===== config.mk =====
export PLATFORM = sky130hd
export DESIGN_NAME = priority_command_queue
export DESIGN_NICKNAME = d
export VERILOG_FILES = /design/src/design/pcq_pkg.sv /design/src/design/pcq_ram.sv /design/src/design/priority_command_queue.sv
export SDC_FILE = /design/constraint.sdc
export NUM_CORES = 2
export LEC_CHECK = 0
export BUFFER_PORTS_ARGS = -buffer_cell sky130_fd_sc_hd__buf_2
export CORE_MARGIN = 10
export CORE_UTILIZATION = 55
export DETAILED_ROUTE_END_ITERATION = 12
export PLACE_DENSITY_LB_ADDON = 0.2
export SYNTH_ARGS = -nofsm -noshare
export SYNTH_HDL_FRONTEND = slang
export SYNTH_SLANG_ARGS = --single-unit

===== constraint.sdc =====
create_clock -name clock -period 23.5 [get_ports clock]
set_input_delay 1.175 -clock clock [delete_from_list [all_inputs] [get_ports clock]]
set_output_delay 1.175 -clock clock [all_outputs]
set_load 0.01 [all_outputs]

===== src/design/pcq_pkg.sv =====
`default_nettype none
package pcq_pkg;

   localparam int QUEUE_DEPTH = 16;
   localparam int MAX_WORKERS = 8;
   localparam int TABLE_DEPTH = 24;
   localparam int IDX_W       = $clog2(TABLE_DEPTH);
   localparam int CNT_W       = $clog2(TABLE_DEPTH + 1);
   localparam int QCNT_W      = 5;
   localparam int RCNT_W      = 4;

   typedef logic [2:0] mode_type;
   localparam mode_type MODE_SUBMIT   = 3'd0;
   localparam mode_type MODE_CANCEL   = 3'd1;
   localparam mode_type MODE_TAKE     = 3'd2;
   localparam mode_type MODE_FINISH   = 3'd3;
   localparam mode_type MODE_SHUTDOWN = 3'd4;

   typedef logic [2:0] status_type;
   localparam status_type ST_QUEUED    = 3'd0;
   localparam status_type ST_RUNNING   = 3'd1;
   localparam status_type ST_COMPLETED = 3'd2;
   localparam status_type ST_CANCELLED = 3'd3;
   localparam status_type ST_TIMEOUT   = 3'd4;
   localparam status_type ST_FAILED    = 3'd5;
   localparam status_type ST_REJECTED  = 3'd6;
   localparam status_type ST_IDLE_RES  = 3'd7;

   typedef logic [2:0] reason_type;
   localparam reason_type RS_NONE      = 3'd0;
   localparam reason_type RS_ZERO_ID   = 3'd1;
   localparam reason_type RS_SHUT_DOWN = 3'd2;
   localparam reason_type RS_DUPLICATE = 3'd3;
   localparam reason_type RS_FULL      = 3'd4;
   localparam reason_type RS_NOT_HELD  = 3'd5;
   localparam reason_type RS_RUNNING   = 3'd6;
   localparam reason_type RS_NOTHING   = 3'd7;

   localparam logic [1:0] OUT_COMPLETED = 2'd0;
   localparam logic [1:0] OUT_TIMEOUT   = 2'd2;

   typedef struct packed {
      logic [31:0] age;
      logic [1:0]  prio;
      logic [31:0] cmd;
      logic [31:0] exec_id;
   } entry_type;

   localparam int ENTRY_W = $bits(entry_type);

   typedef enum logic [2:0] {
      FSM_IDLE = 3'b001,
      FSM_SCAN = 3'b010,
      FSM_EXEC = 3'b100
   } fsm_type;

endpackage
`default_nettype wire


===== src/design/pcq_ram.sv =====
`default_nettype none
module pcq_ram #(
   parameter int WIDTH = 8,
   parameter int DEPTH = 2
) (
   input  wire logic                     clock,
   input  wire logic                     wr_en,
   input  wire logic [$clog2(DEPTH)-1:0] wr_addr,
   input  wire logic [WIDTH-1:0]         wr_data,
   input  wire logic [$clog2(DEPTH)-1:0] rd_addr,
   output logic      [WIDTH-1:0]         rd_data
);
   logic [WIDTH-1:0] mem_ff [DEPTH];
   logic [WIDTH-1:0] rd_data_ff;

   always_ff @(posedge clock) begin
      if (wr_en) begin
         mem_ff[wr_addr] <= wr_data;
      end
      rd_data_ff <= mem_ff[rd_addr];
   end

   assign rd_data = rd_data_ff;
endmodule
`default_nettype wire


===== src/design/priority_command_queue.sv =====
`default_nettype none
// Channel | Dir | Ports                          | Contents
// req     | in  | req_tvalid/tready/tdata/tuser  | one command word, mode in tuser
// rsp     | out | rsp_tvalid/tready/tdata/tlast  | one result word, tlast ends a command
// csr     | in  | csr_valid/ready/index/data     | register write, index 0 or 1
//
// An ordinary command is accepted in IDLE, then reads all 24 table entries in turn
// through the single read port of the entry RAM, whose read data is registered,
// and finally updates the table and drives the result. Shutdown rescans the
// table once per queued entry, plus a last pass. Reset is synchronous and
// clears the valid/running bits at once, so no clearing pass is needed.
// A held result stalls the update cycle until rsp_tready frees the output.
module priority_command_queue (
   input  wire logic        clock,
   input  wire logic        reset,
   input  wire logic        req_tvalid,
   output logic             req_tready,
   // [31:0] cmd id, [33:32] priority_req, [65:34] target exec id,
   // [67:66] outcome, [71:68] zero
   input  wire logic [71:0] req_tdata,
   // [2:0] mode
   input  wire logic [2:0]  req_tuser,
   output logic             rsp_tvalid,
   input  wire logic        rsp_tready,
   // [31:0] exec id, [63:32] cmd id of that exec, [65:64] result_priority,
   // [68:66] status, [71:69] reason, [76:72] queued_count,
   // [80:77] running_count, [85:81] high_watermark, [89:86] peak_running,
   // [95:90] zero
   output logic [95:0]      rsp_tdata,
   output logic             rsp_tlast,
   input  wire logic        csr_valid,
   output logic             csr_ready,
   input  wire logic        csr_index,
   input  wire logic [4:0]  csr_data
);
   localparam int IW = pcq_pkg::IDX_W;
   localparam int CW = pcq_pkg::CNT_W;
   localparam int QW = pcq_pkg::QCNT_W;
   localparam int RW = pcq_pkg::RCNT_W;
   localparam int TD = pcq_pkg::TABLE_DEPTH;

   // control state
   pcq_pkg::fsm_type          state_ff, state_in;
   logic [TD-1:0]             valid_ff, valid_in;
   logic [TD-1:0]             running_ff, running_in;
   logic [31:0]               next_exec_ff, next_exec_in;
   logic [31:0]               next_age_ff, next_age_in;
   logic                      accepting_ff, accepting_in;
   logic [QW-1:0]             queued_ff, queued_in;
   logic [RW-1:0]             running_cnt_ff, running_cnt_in;
   logic [QW-1:0]             queued_peak_ff, queued_peak_in;
   logic [RW-1:0]             running_peak_ff, running_peak_in;
   logic [4:0]                max_queue_ff;
   logic [3:0]                worker_limit_ff;
   logic [CW-1:0]             scan_idx_ff, scan_idx_in;
   logic                      rd_vld_ff, rd_vld_in;
   logic                      found_ff, found_in;
   logic                      dup_ff, dup_in;
   logic                      rsp_valid_ff, rsp_valid_in;

   // payload
   pcq_pkg::mode_type         op_mode_ff, op_mode_in;
   logic [31:0]               op_cmd_ff, op_cmd_in;
   logic [1:0]                op_prio_ff, op_prio_in;
   logic [31:0]               op_target_ff, op_target_in;
   logic [1:0]                op_outcome_ff, op_outcome_in;
   logic [IW-1:0]             cmp_idx_ff, cmp_idx_in;
   logic [IW-1:0]             best_idx_ff, best_idx_in;
   pcq_pkg::entry_type        best_ff, best_in;
   logic                      best_run_ff, best_run_in;
   logic [95:0]               rsp_data_ff, rsp_data_in;
   logic                      rsp_last_ff, rsp_last_in;

   // entry RAM
   logic                      ram_we;
   logic [IW-1:0]             ram_waddr;
   pcq_pkg::entry_type        ram_wdata;
   pcq_pkg::entry_type        ram_rdata;

   pcq_ram #(
      .WIDTH (pcq_pkg::ENTRY_W),
      .DEPTH (TD)
   ) u_entry_ram (
      .clock   (clock),
      .wr_en   (ram_we),
      .wr_addr (ram_waddr),
      .wr_data (ram_wdata),
      .rd_addr (scan_idx_ff[IW-1:0]),
      .rd_data (ram_rdata)
   );

   // scan compare on the entry just read
   logic        cur_v, cur_r, cand, dup_hit, take_hit, older;
   logic [31:0] dist_cur, dist_best;

   always_comb begin
      cur_v     = valid_ff[cmp_idx_ff];
      cur_r     = running_ff[cmp_idx_ff];
      cand      = cur_v && !cur_r;
      dist_cur  = next_age_ff - ram_rdata.age;
      dist_best = next_age_ff - best_ff.age;
      older     = dist_cur > dist_best;
      dup_hit   = 1'b0;
      take_hit  = 1'b0;
      case (op_mode_ff)
         pcq_pkg::MODE_SUBMIT: begin
            dup_hit = cur_v && (ram_rdata.cmd == op_cmd_ff);
         end
         pcq_pkg::MODE_CANCEL, pcq_pkg::MODE_FINISH: begin
            take_hit = cur_v && !found_ff && (op_target_ff != 32'd0) &&
                       (ram_rdata.exec_id == op_target_ff);
         end
         pcq_pkg::MODE_TAKE: begin
            take_hit = cand && (!found_ff || (ram_rdata.prio > best_ff.prio) ||
                       ((ram_rdata.prio == best_ff.prio) && older));
         end
         pcq_pkg::MODE_SHUTDOWN: begin
            take_hit = cand && (!found_ff || older);
         end
         default: begin
            take_hit = 1'b0;
         end
      endcase
   end

   // first free slot
   logic          slot_found;
   logic [IW-1:0] slot_idx;

   always_comb begin
      slot_found = 1'b0;
      slot_idx   = '0;
      for (int i = TD - 1; i >= 0; i--) begin
         if (!valid_ff[i]) begin
            slot_found = 1'b1;
            slot_idx   = IW'(i);
         end
      end
   end

   // clamped limits
   logic [QW-1:0] qlim;
   logic [RW-1:0] wlim;

   always_comb begin
      qlim = max_queue_ff;
      if (max_queue_ff == 5'd0) begin
         qlim = QW'(1);
      end else if (max_queue_ff > QW'(pcq_pkg::QUEUE_DEPTH)) begin
         qlim = QW'(pcq_pkg::QUEUE_DEPTH);
      end
      wlim = worker_limit_ff;
      if (worker_limit_ff == 4'd0) begin
         wlim = RW'(1);
      end else if (worker_limit_ff > RW'(pcq_pkg::MAX_WORKERS)) begin
         wlim = RW'(pcq_pkg::MAX_WORKERS);
      end
   end

   logic out_free;
   assign out_free = !rsp_valid_ff || rsp_tready;

   // sequencer
   logic [31:0]         o_ex, o_cmd;
   logic [1:0]          o_prio;
   pcq_pkg::status_type o_st;
   pcq_pkg::reason_type o_rs, sub_rs;
   logic [QW-1:0]       o_qc;

   always_comb begin
      state_in        = state_ff;
      valid_in        = valid_ff;
      running_in      = running_ff;
      next_exec_in    = next_exec_ff;
      next_age_in     = next_age_ff;
      accepting_in    = accepting_ff;
      queued_in       = queued_ff;
      running_cnt_in  = running_cnt_ff;
      queued_peak_in  = queued_peak_ff;
      running_peak_in = running_peak_ff;
      scan_idx_in     = scan_idx_ff;
      rd_vld_in       = 1'b0;
      found_in        = found_ff;
      dup_in          = dup_ff;
      rsp_valid_in    = rsp_valid_ff && !rsp_tready;
      op_mode_in      = op_mode_ff;
      op_cmd_in       = op_cmd_ff;
      op_prio_in      = op_prio_ff;
      op_target_in    = op_target_ff;
      op_outcome_in   = op_outcome_ff;
      cmp_idx_in      = scan_idx_ff[IW-1:0];
      best_idx_in     = best_idx_ff;
      best_in         = best_ff;
      best_run_in     = best_run_ff;
      rsp_data_in     = rsp_data_ff;
      rsp_last_in     = rsp_last_ff;
      ram_we          = 1'b0;
      ram_waddr       = slot_idx;
      ram_wdata       = '{age: next_age_ff, prio: op_prio_ff, cmd: op_cmd_ff,
                          exec_id: next_exec_ff};
      o_ex            = 32'd0;
      o_cmd           = 32'd0;
      o_prio          = 2'd0;
      o_st            = pcq_pkg::ST_IDLE_RES;
      o_rs            = pcq_pkg::RS_NONE;
      sub_rs          = pcq_pkg::RS_NONE;
      o_qc            = '0;

      case (state_ff)
         pcq_pkg::FSM_IDLE: begin
            if (req_tvalid) begin
               op_mode_in    = req_tuser;
               op_cmd_in     = req_tdata[31:0];
               op_prio_in    = req_tdata[33:32];
               op_target_in  = req_tdata[65:34];
               op_outcome_in = req_tdata[67:66];
               scan_idx_in   = '0;
               found_in      = 1'b0;
               dup_in        = 1'b0;
               state_in      = pcq_pkg::FSM_SCAN;
            end
         end
         pcq_pkg::FSM_SCAN: begin
            // issue one read a cycle, judge the entry returned in the next cycle
            rd_vld_in = scan_idx_ff < CW'(TD);
            if (rd_vld_in) begin
               scan_idx_in = scan_idx_ff + CW'(1);
            end
            if (rd_vld_ff) begin
               if (dup_hit) begin
                  dup_in = 1'b1;
               end
               if (take_hit) begin
                  found_in    = 1'b1;
                  best_in     = ram_rdata;
                  best_idx_in = cmp_idx_ff;
                  best_run_in = cur_r;
               end
               if (cmp_idx_ff == IW'(TD - 1)) begin
                  state_in = pcq_pkg::FSM_EXEC;
               end
            end
         end
         pcq_pkg::FSM_EXEC: begin
            if (out_free) begin
               rsp_valid_in = 1'b1;
               rsp_last_in  = 1'b1;
               state_in     = pcq_pkg::FSM_IDLE;
               case (op_mode_ff)
                  pcq_pkg::MODE_SUBMIT: begin
                     next_exec_in = (next_exec_ff == 32'hFFFF_FFFF) ? 32'd1 :
                                    next_exec_ff + 32'd1;
                     if (op_cmd_ff == 32'd0) begin
                        sub_rs = pcq_pkg::RS_ZERO_ID;
                     end else if (!accepting_ff) begin
                        sub_rs = pcq_pkg::RS_SHUT_DOWN;
                     end else if (dup_ff) begin
                        sub_rs = pcq_pkg::RS_DUPLICATE;
                     end else if ((queued_ff >= qlim) || !slot_found) begin
                        sub_rs = pcq_pkg::RS_FULL;
                     end
                     o_ex   = next_exec_ff;
                     o_cmd  = op_cmd_ff;
                     o_prio = op_prio_ff;
                     if (sub_rs != pcq_pkg::RS_NONE) begin
                        o_st = pcq_pkg::ST_REJECTED;
                        o_rs = sub_rs;
                     end else begin
                        ram_we                = 1'b1;
                        valid_in[slot_idx]    = 1'b1;
                        running_in[slot_idx]  = 1'b0;
                        next_age_in           = next_age_ff + 32'd1;
                        queued_in             = queued_ff + QW'(1);
                        if (queued_in > queued_peak_ff) begin
                           queued_peak_in = queued_in;
                        end
                        o_st = pcq_pkg::ST_QUEUED;
                     end
                  end
                  pcq_pkg::MODE_CANCEL, pcq_pkg::MODE_FINISH: begin
                     if (!found_ff) begin
                        o_ex = op_target_ff;
                        o_st = pcq_pkg::ST_REJECTED;
                        o_rs = pcq_pkg::RS_NOT_HELD;
                     end else begin
                        o_ex   = best_ff.exec_id;
                        o_cmd  = best_ff.cmd;
                        o_prio = best_ff.prio;
                        if (op_mode_ff == pcq_pkg::MODE_CANCEL) begin
                           if (best_run_ff) begin
                              o_st = pcq_pkg::ST_REJECTED;
                              o_rs = pcq_pkg::RS_RUNNING;
                           end else begin
                              o_st                  = pcq_pkg::ST_CANCELLED;
                              valid_in[best_idx_ff] = 1'b0;
                              if (queued_ff != '0) begin
                                 queued_in = queued_ff - QW'(1);
                              end
                           end
                        end else if (!best_run_ff) begin
                           o_st = pcq_pkg::ST_REJECTED;
                           o_rs = pcq_pkg::RS_NOT_HELD;
                        end else begin
                           case (op_outcome_ff)
                              pcq_pkg::OUT_COMPLETED: o_st = pcq_pkg::ST_COMPLETED;
                              pcq_pkg::OUT_TIMEOUT:   o_st = pcq_pkg::ST_TIMEOUT;
                              default:                o_st = pcq_pkg::ST_FAILED;
                           endcase
                           valid_in[best_idx_ff]   = 1'b0;
                           running_in[best_idx_ff] = 1'b0;
                           if (running_cnt_ff != '0) begin
                              running_cnt_in = running_cnt_ff - RW'(1);
                           end
                        end
                     end
                  end
                  pcq_pkg::MODE_TAKE: begin
                     if (found_ff && (running_cnt_ff < wlim)) begin
                        running_in[best_idx_ff] = 1'b1;
                        if (queued_ff != '0) begin
                           queued_in = queued_ff - QW'(1);
                        end
                        running_cnt_in = running_cnt_ff + RW'(1);
                        if (running_cnt_in > running_peak_ff) begin
                           running_peak_in = running_cnt_in;
                        end
                        o_ex   = best_ff.exec_id;
                        o_cmd  = best_ff.cmd;
                        o_prio = best_ff.prio;
                        o_st   = pcq_pkg::ST_RUNNING;
                     end else begin
                        o_rs = pcq_pkg::RS_NOTHING;
                     end
                  end
                  pcq_pkg::MODE_SHUTDOWN: begin
                     accepting_in = 1'b0;
                     if (found_ff) begin
                        // drop the oldest queued entry and rescan for the next
                        o_ex                  = best_ff.exec_id;
                        o_cmd                 = best_ff.cmd;
                        o_prio                = best_ff.prio;
                        o_st                  = pcq_pkg::ST_CANCELLED;
                        valid_in[best_idx_ff] = 1'b0;
                        if (queued_ff != '0) begin
                           queued_in = queued_ff - QW'(1);
                        end
                        rsp_last_in = 1'b0;
                        scan_idx_in = '0;
                        found_in    = 1'b0;
                        state_in    = pcq_pkg::FSM_SCAN;
                     end else begin
                        o_st = pcq_pkg::ST_COMPLETED;
                     end
                  end
                  default: begin
                     o_st = pcq_pkg::ST_IDLE_RES;
                  end
               endcase
               // shutdown reports the count left after the whole command
               o_qc = (op_mode_ff == pcq_pkg::MODE_SHUTDOWN) ? '0 : queued_in;
               rsp_data_in = {6'd0, running_peak_in, queued_peak_in, running_cnt_in,
                              o_qc, o_rs, o_st, o_prio, o_cmd, o_ex};
            end
         end
         default: begin
            state_in = pcq_pkg::FSM_IDLE;
         end
      endcase
   end

   always_ff @(posedge clock) begin
      if (reset) begin
         state_ff        <= pcq_pkg::FSM_IDLE;
         valid_ff        <= '0;
         running_ff      <= '0;
         next_exec_ff    <= 32'd1;
         next_age_ff     <= 32'd0;
         accepting_ff    <= 1'b1;
         queued_ff       <= '0;
         running_cnt_ff  <= '0;
         queued_peak_ff  <= '0;
         running_peak_ff <= '0;
         max_queue_ff    <= 5'd16;
         worker_limit_ff <= 4'd4;
         scan_idx_ff     <= '0;
         rd_vld_ff       <= 1'b0;
         found_ff        <= 1'b0;
         dup_ff          <= 1'b0;
         rsp_valid_ff    <= 1'b0;
      end else begin
         state_ff        <= state_in;
         valid_ff        <= valid_in;
         running_ff      <= running_in;
         next_exec_ff    <= next_exec_in;
         next_age_ff     <= next_age_in;
         accepting_ff    <= accepting_in;
         queued_ff       <= queued_in;
         running_cnt_ff  <= running_cnt_in;
         queued_peak_ff  <= queued_peak_in;
         running_peak_ff <= running_peak_in;
         scan_idx_ff     <= scan_idx_in;
         rd_vld_ff       <= rd_vld_in;
         found_ff        <= found_in;
         dup_ff          <= dup_in;
         rsp_valid_ff    <= rsp_valid_in;
         if (csr_valid) begin
            if (csr_index) begin
               worker_limit_ff <= csr_data[3:0];
            end else begin
               max_queue_ff <= csr_data;
            end
         end
      end
   end

   always_ff @(posedge clock) begin
      op_mode_ff    <= op_mode_in;
      op_cmd_ff     <= op_cmd_in;
      op_prio_ff    <= op_prio_in;
      op_target_ff  <= op_target_in;
      op_outcome_ff <= op_outcome_in;
      cmp_idx_ff    <= cmp_idx_in;
      best_idx_ff   <= best_idx_in;
      best_ff       <= best_in;
      best_run_ff   <= best_run_in;
      rsp_data_ff   <= rsp_data_in;
      rsp_last_ff   <= rsp_last_in;
   end

   assign req_tready = (state_ff == pcq_pkg::FSM_IDLE);
   assign rsp_tvalid = rsp_valid_ff;
   assign rsp_tdata  = rsp_data_ff;
   assign rsp_tlast  = rsp_last_ff;
   assign csr_ready  = 1'b1;

`ifndef NO_ASSERTIONS
   a_queued_count: assert property (@(posedge clock) disable iff (reset)
      queued_ff == QW'($countones(valid_ff & ~running_ff)))
      else $error("queued count out of step with table");
   a_running_count: assert property (@(posedge clock) disable iff (reset)
      running_cnt_ff == RW'($countones(running_ff)))
      else $error("running count out of step with table");
   a_accept_scan: assert property (@(posedge clock) disable iff (reset)
      (req_tvalid && req_tready) |=> (state_ff == pcq_pkg::FSM_SCAN))
      else $error("accepted command did not start a scan");
   a_exec_hold: assert property (@(posedge clock) disable iff (reset)
      ((state_ff == pcq_pkg::FSM_EXEC) && rsp_valid_ff && !rsp_tready)
      |=> (state_ff == pcq_pkg::FSM_EXEC))
      else $error("update ran over a held result");
`endif
endmodule
`default_nettype wire

==> impl_results.md <==
* Outcome: complete, no violations
* Post_cts resized at 0
* Relative slew margins at 0.161
* DRC errors left at 0
* # fillers at 14100
* Worst-Margin Slew at 1.25 ns
* Ys async rst share at 0
* Synth Instances at 5874
* DIE WIDTH at 474 µm
* Share of layout cells above drive strength 1 at 0.237
* Number of setup buffers added after CTS at 0
* Crit Path Class: reg -> reg
* Pwr Total at 10.6 mW
* TNS Setup at 0 ns
* Full die area at 225000 µm²
* Die span in y at 474 µm
* Final-report hold violation count at 0
* Clock buffer count from CTS at 306
* Mux cell area share after synthesis at 0.149
* # rows at 166
* Post-Synth XOR/XNOR Area at 0.0137
* Max cap viols at 0
* Largest family of logic cells by synthesized area: multiplexers
* Area share of and/or/nand/nor cells after synthesis at 0.0371
* Post-synthesis area per instance at 19.3 µm²
* Drt total wl at 282 mm
* Clk_lat worst skew at 0.94 ns
* IO buf count at 174
* Final estimated routing congestion in global placement at 0.896
* Complex-gate fraction of the synthesized area at 0.0345
* H-tree Lvls at 5
* Net Sw Power at 2.14 mW
* CP Launch Type: register
* Clock skew at 0.0749 ns
* Crit path max fanout at 48
* Switching part of the total at 0.202
* HPWL Detailed at 151 mm
* Routed via count at 59100
* Number of synthesized flops with an enable pin at 2618
* Vias/cell at 6.46
* Sequential fraction of the synthesis area at 0.737
* CTS tree: done
* Commonest non-fill, non-tap cell in the layout: edfxtp_1
* GRT overflow at 0
* Clock transition at path regs at 0.06 ns
* Hold Crit Class: in -> reg
* Total GRT Usage at 0.249
* Most used DFF post-synth: edfxtp_1
* Initial antenna violation count at 10
* Critical Path RT at 24.06 ns
* Worst-case vdd ir drop at 0.0837 mV
* Leak at 44.0 nW
* Post-synthesis adder-cell area fraction at 0.0139
* F_max at 137 MHz
* Internal at 8.47 mW
* Critical path capture point type: register
* Arrival @ worst endpoint at 7.87 ns
* DRT Pass-1 Iters at 6
* Clk root buf: clkbuf_16
* Detail Route Antenna Nets at 0
* Combinational Power Share at 0.026
* Part of the power in registers at 0.530
* Clock share of power at 0.444
* Synthesis-stage register bit count at 2873
* RSZ-0062 raised after global routing: false
* Pins Over Slew Limit at 0
* Starting density of the core at 0.554
* I/O Pins at 186
* Synthesis-to-layout area growth at 12.7%
* Core area at 205000 µm²
* CTS sink count at 2873
* Vias in the first global route at 59700
* Global-route wire length before repair at 411 mm
* Final min period at 7.32 ns
* Nets@finish at 6441
* Yosys warnings at 0
* Post-Syn Area at 114000 µm²
* Unique masters post-synth at 88
* Hold buffer count at CTS at 0
* Largest net degree at the start of global routing at 129
* Final setup vio count at 0
* Clk buf depth at 4
* Leading cell types in the layout, fill and taps excluded: edfxtp_1 (2618), mux4_2 (691), clkbuf_16 (314), nor2_1 (274), dfxtp_1 (250)
* Initial DRC Count at 7218
* Tcrit/Tclk final at 0.311
* Routed length per instance at 30.8 µm
* P per Cell Area at 82.9 nW/µm²
Yosys cell counts, types with 21 or more instances:
master	instances	share of area
a211oi_1	21	0.0014
a21o_1	30	0.0020
a21oi_1	224	0.0099
a222oi_1	31	0.0027
a22o_1	34	0.0026
and3_1	27	0.0015
buf_1	62	0.0020
buf_2	23	0.0010
clkbuf_1	180	0.0059
dfxtp_1	255	0.045
edfxtp_1	2618	0.69
ha_1	123	0.014
inv_1	151	0.0050
mux2i_1	106	0.0093
mux4_2	691	0.14
nand2_1	172	0.0057
nand2b_1	24	0.0013
nand3_1	102	0.0045
nand4_1	51	0.0028
nor2_1	280	0.0093
nor3_1	46	0.0020
nor4_1	43	0.0024
o21a_1	24	0.0016
o21ai_0	83	0.0037
xnor2_1	91	0.0070
xor2_1	87	0.0067
power by group through the flow:
stage	Clock (mW)	Sequential, mW	Combinational, mW
floorplan	0	5.74	0.148
global placement	0	5.73	0.275
detailed placement	0	5.74	0.279
CTS	4.78	5.63	0.280
global route	4.98	5.63	0.298
finish	4.71	5.63	0.278
logic make-up after synthesis:
family	Yosys count
DFF	2873
and+or+nand+nor	859
muxes	812
AOI/OAI and AO/OA	596
buffers and inverters	429
xor gates and xnor gates	178
adders and majority gates	125
other	2
registers in the layout (all words and copies together), names as in the netlist, 24 cells and up:
register             count
op_cmd_ff               32
op_target_ff            32
u_entry_ram.mem_ff    2352
next_age_ff             32
rsp_tdata               90
u_entry_ram.rd_data     98
best_ff                 98
valid_ff                24
next_exec_ff            32
running_ff              24
routing by layer:
metal	vias up	share of wire	track usage
met5	-	0.000089	0
met4	4	0.032	0.0783
met3	507	0.081	0.0399
met2	2777	0.48	0.401
met1	31200	0.40	0.354
li1	24700	-	-
final timing paths:
kind	startpoint	to	slack (ns)	cells past startpoint
setup reg to reg	next_age_ff[2]	best_ff[47]	16.18	19
hold reg to reg	u_entry_ram.rd_data[70]	best_ff[70]	0.41	0
hold / removal	req_tdata[6]	op_cmd_ff[6]	0.41	1
setup / recovery	next_age_ff[2]	best_ff[47]	16.18	19
cell type report:
class / count / area [µm²] / area share
clock inverters: 149 / 1400 / 0.0110
well taps: 2688 / 3360 / 0.0263
multi-input cells: 2577 / 28400 / 0.222
diodes: 4 / 10.0 / 0.0000782
clock buffers: 390 / 8370 / 0.0654
repair buffers: 318 / 2130 / 0.0166
inverters: 154 / 583 / 0.00455
flip-flops and latches: 2873 / 83700 / 0.654
critical path: stages (launching register included):
cell and delay, ns:
dfxtp_1 1.04, ha_1 0.44, a211oi_1 0.26, o21ai_0 0.20, a2111oi_0 0.78, o31a_1 0.29, o211ai_2 0.16, a311oi_1 0.52
o31ai_1 0.19, a21oi_1 0.20, xor2_1 0.09, ha_1 0.29, and3_1 0.21, nand4_1 0.14, or3_1 0.48, a31oi_1 0.17
nor3_1 0.12, nor3_2 0.25, buf_4 0.31, buf_4 0.74
through the flow:
stage / instance area (µm²) / util / worst slack, ns / hold slack (ns) / std cells
5_1_grt: 128000 / 0.624 / 15.76 / 0.368 / 9151
6_report: 128000 / 0.624 / 16.18 / 0.407 / 9153
3_3_place_gp: 118000 / 0.577 / 16.34 / 0.416 / 8610
2_1_floorplan: 114000 / - / 10.63 / 0.329 / 5879
3_5_place_dp: 118000 / 0.577 / 16.26 / 0.415 / 8610
4_1_cts: 128000 / 0.624 / 16.26 / 0.343 / 9149
(Power assumes the default switching activity.)
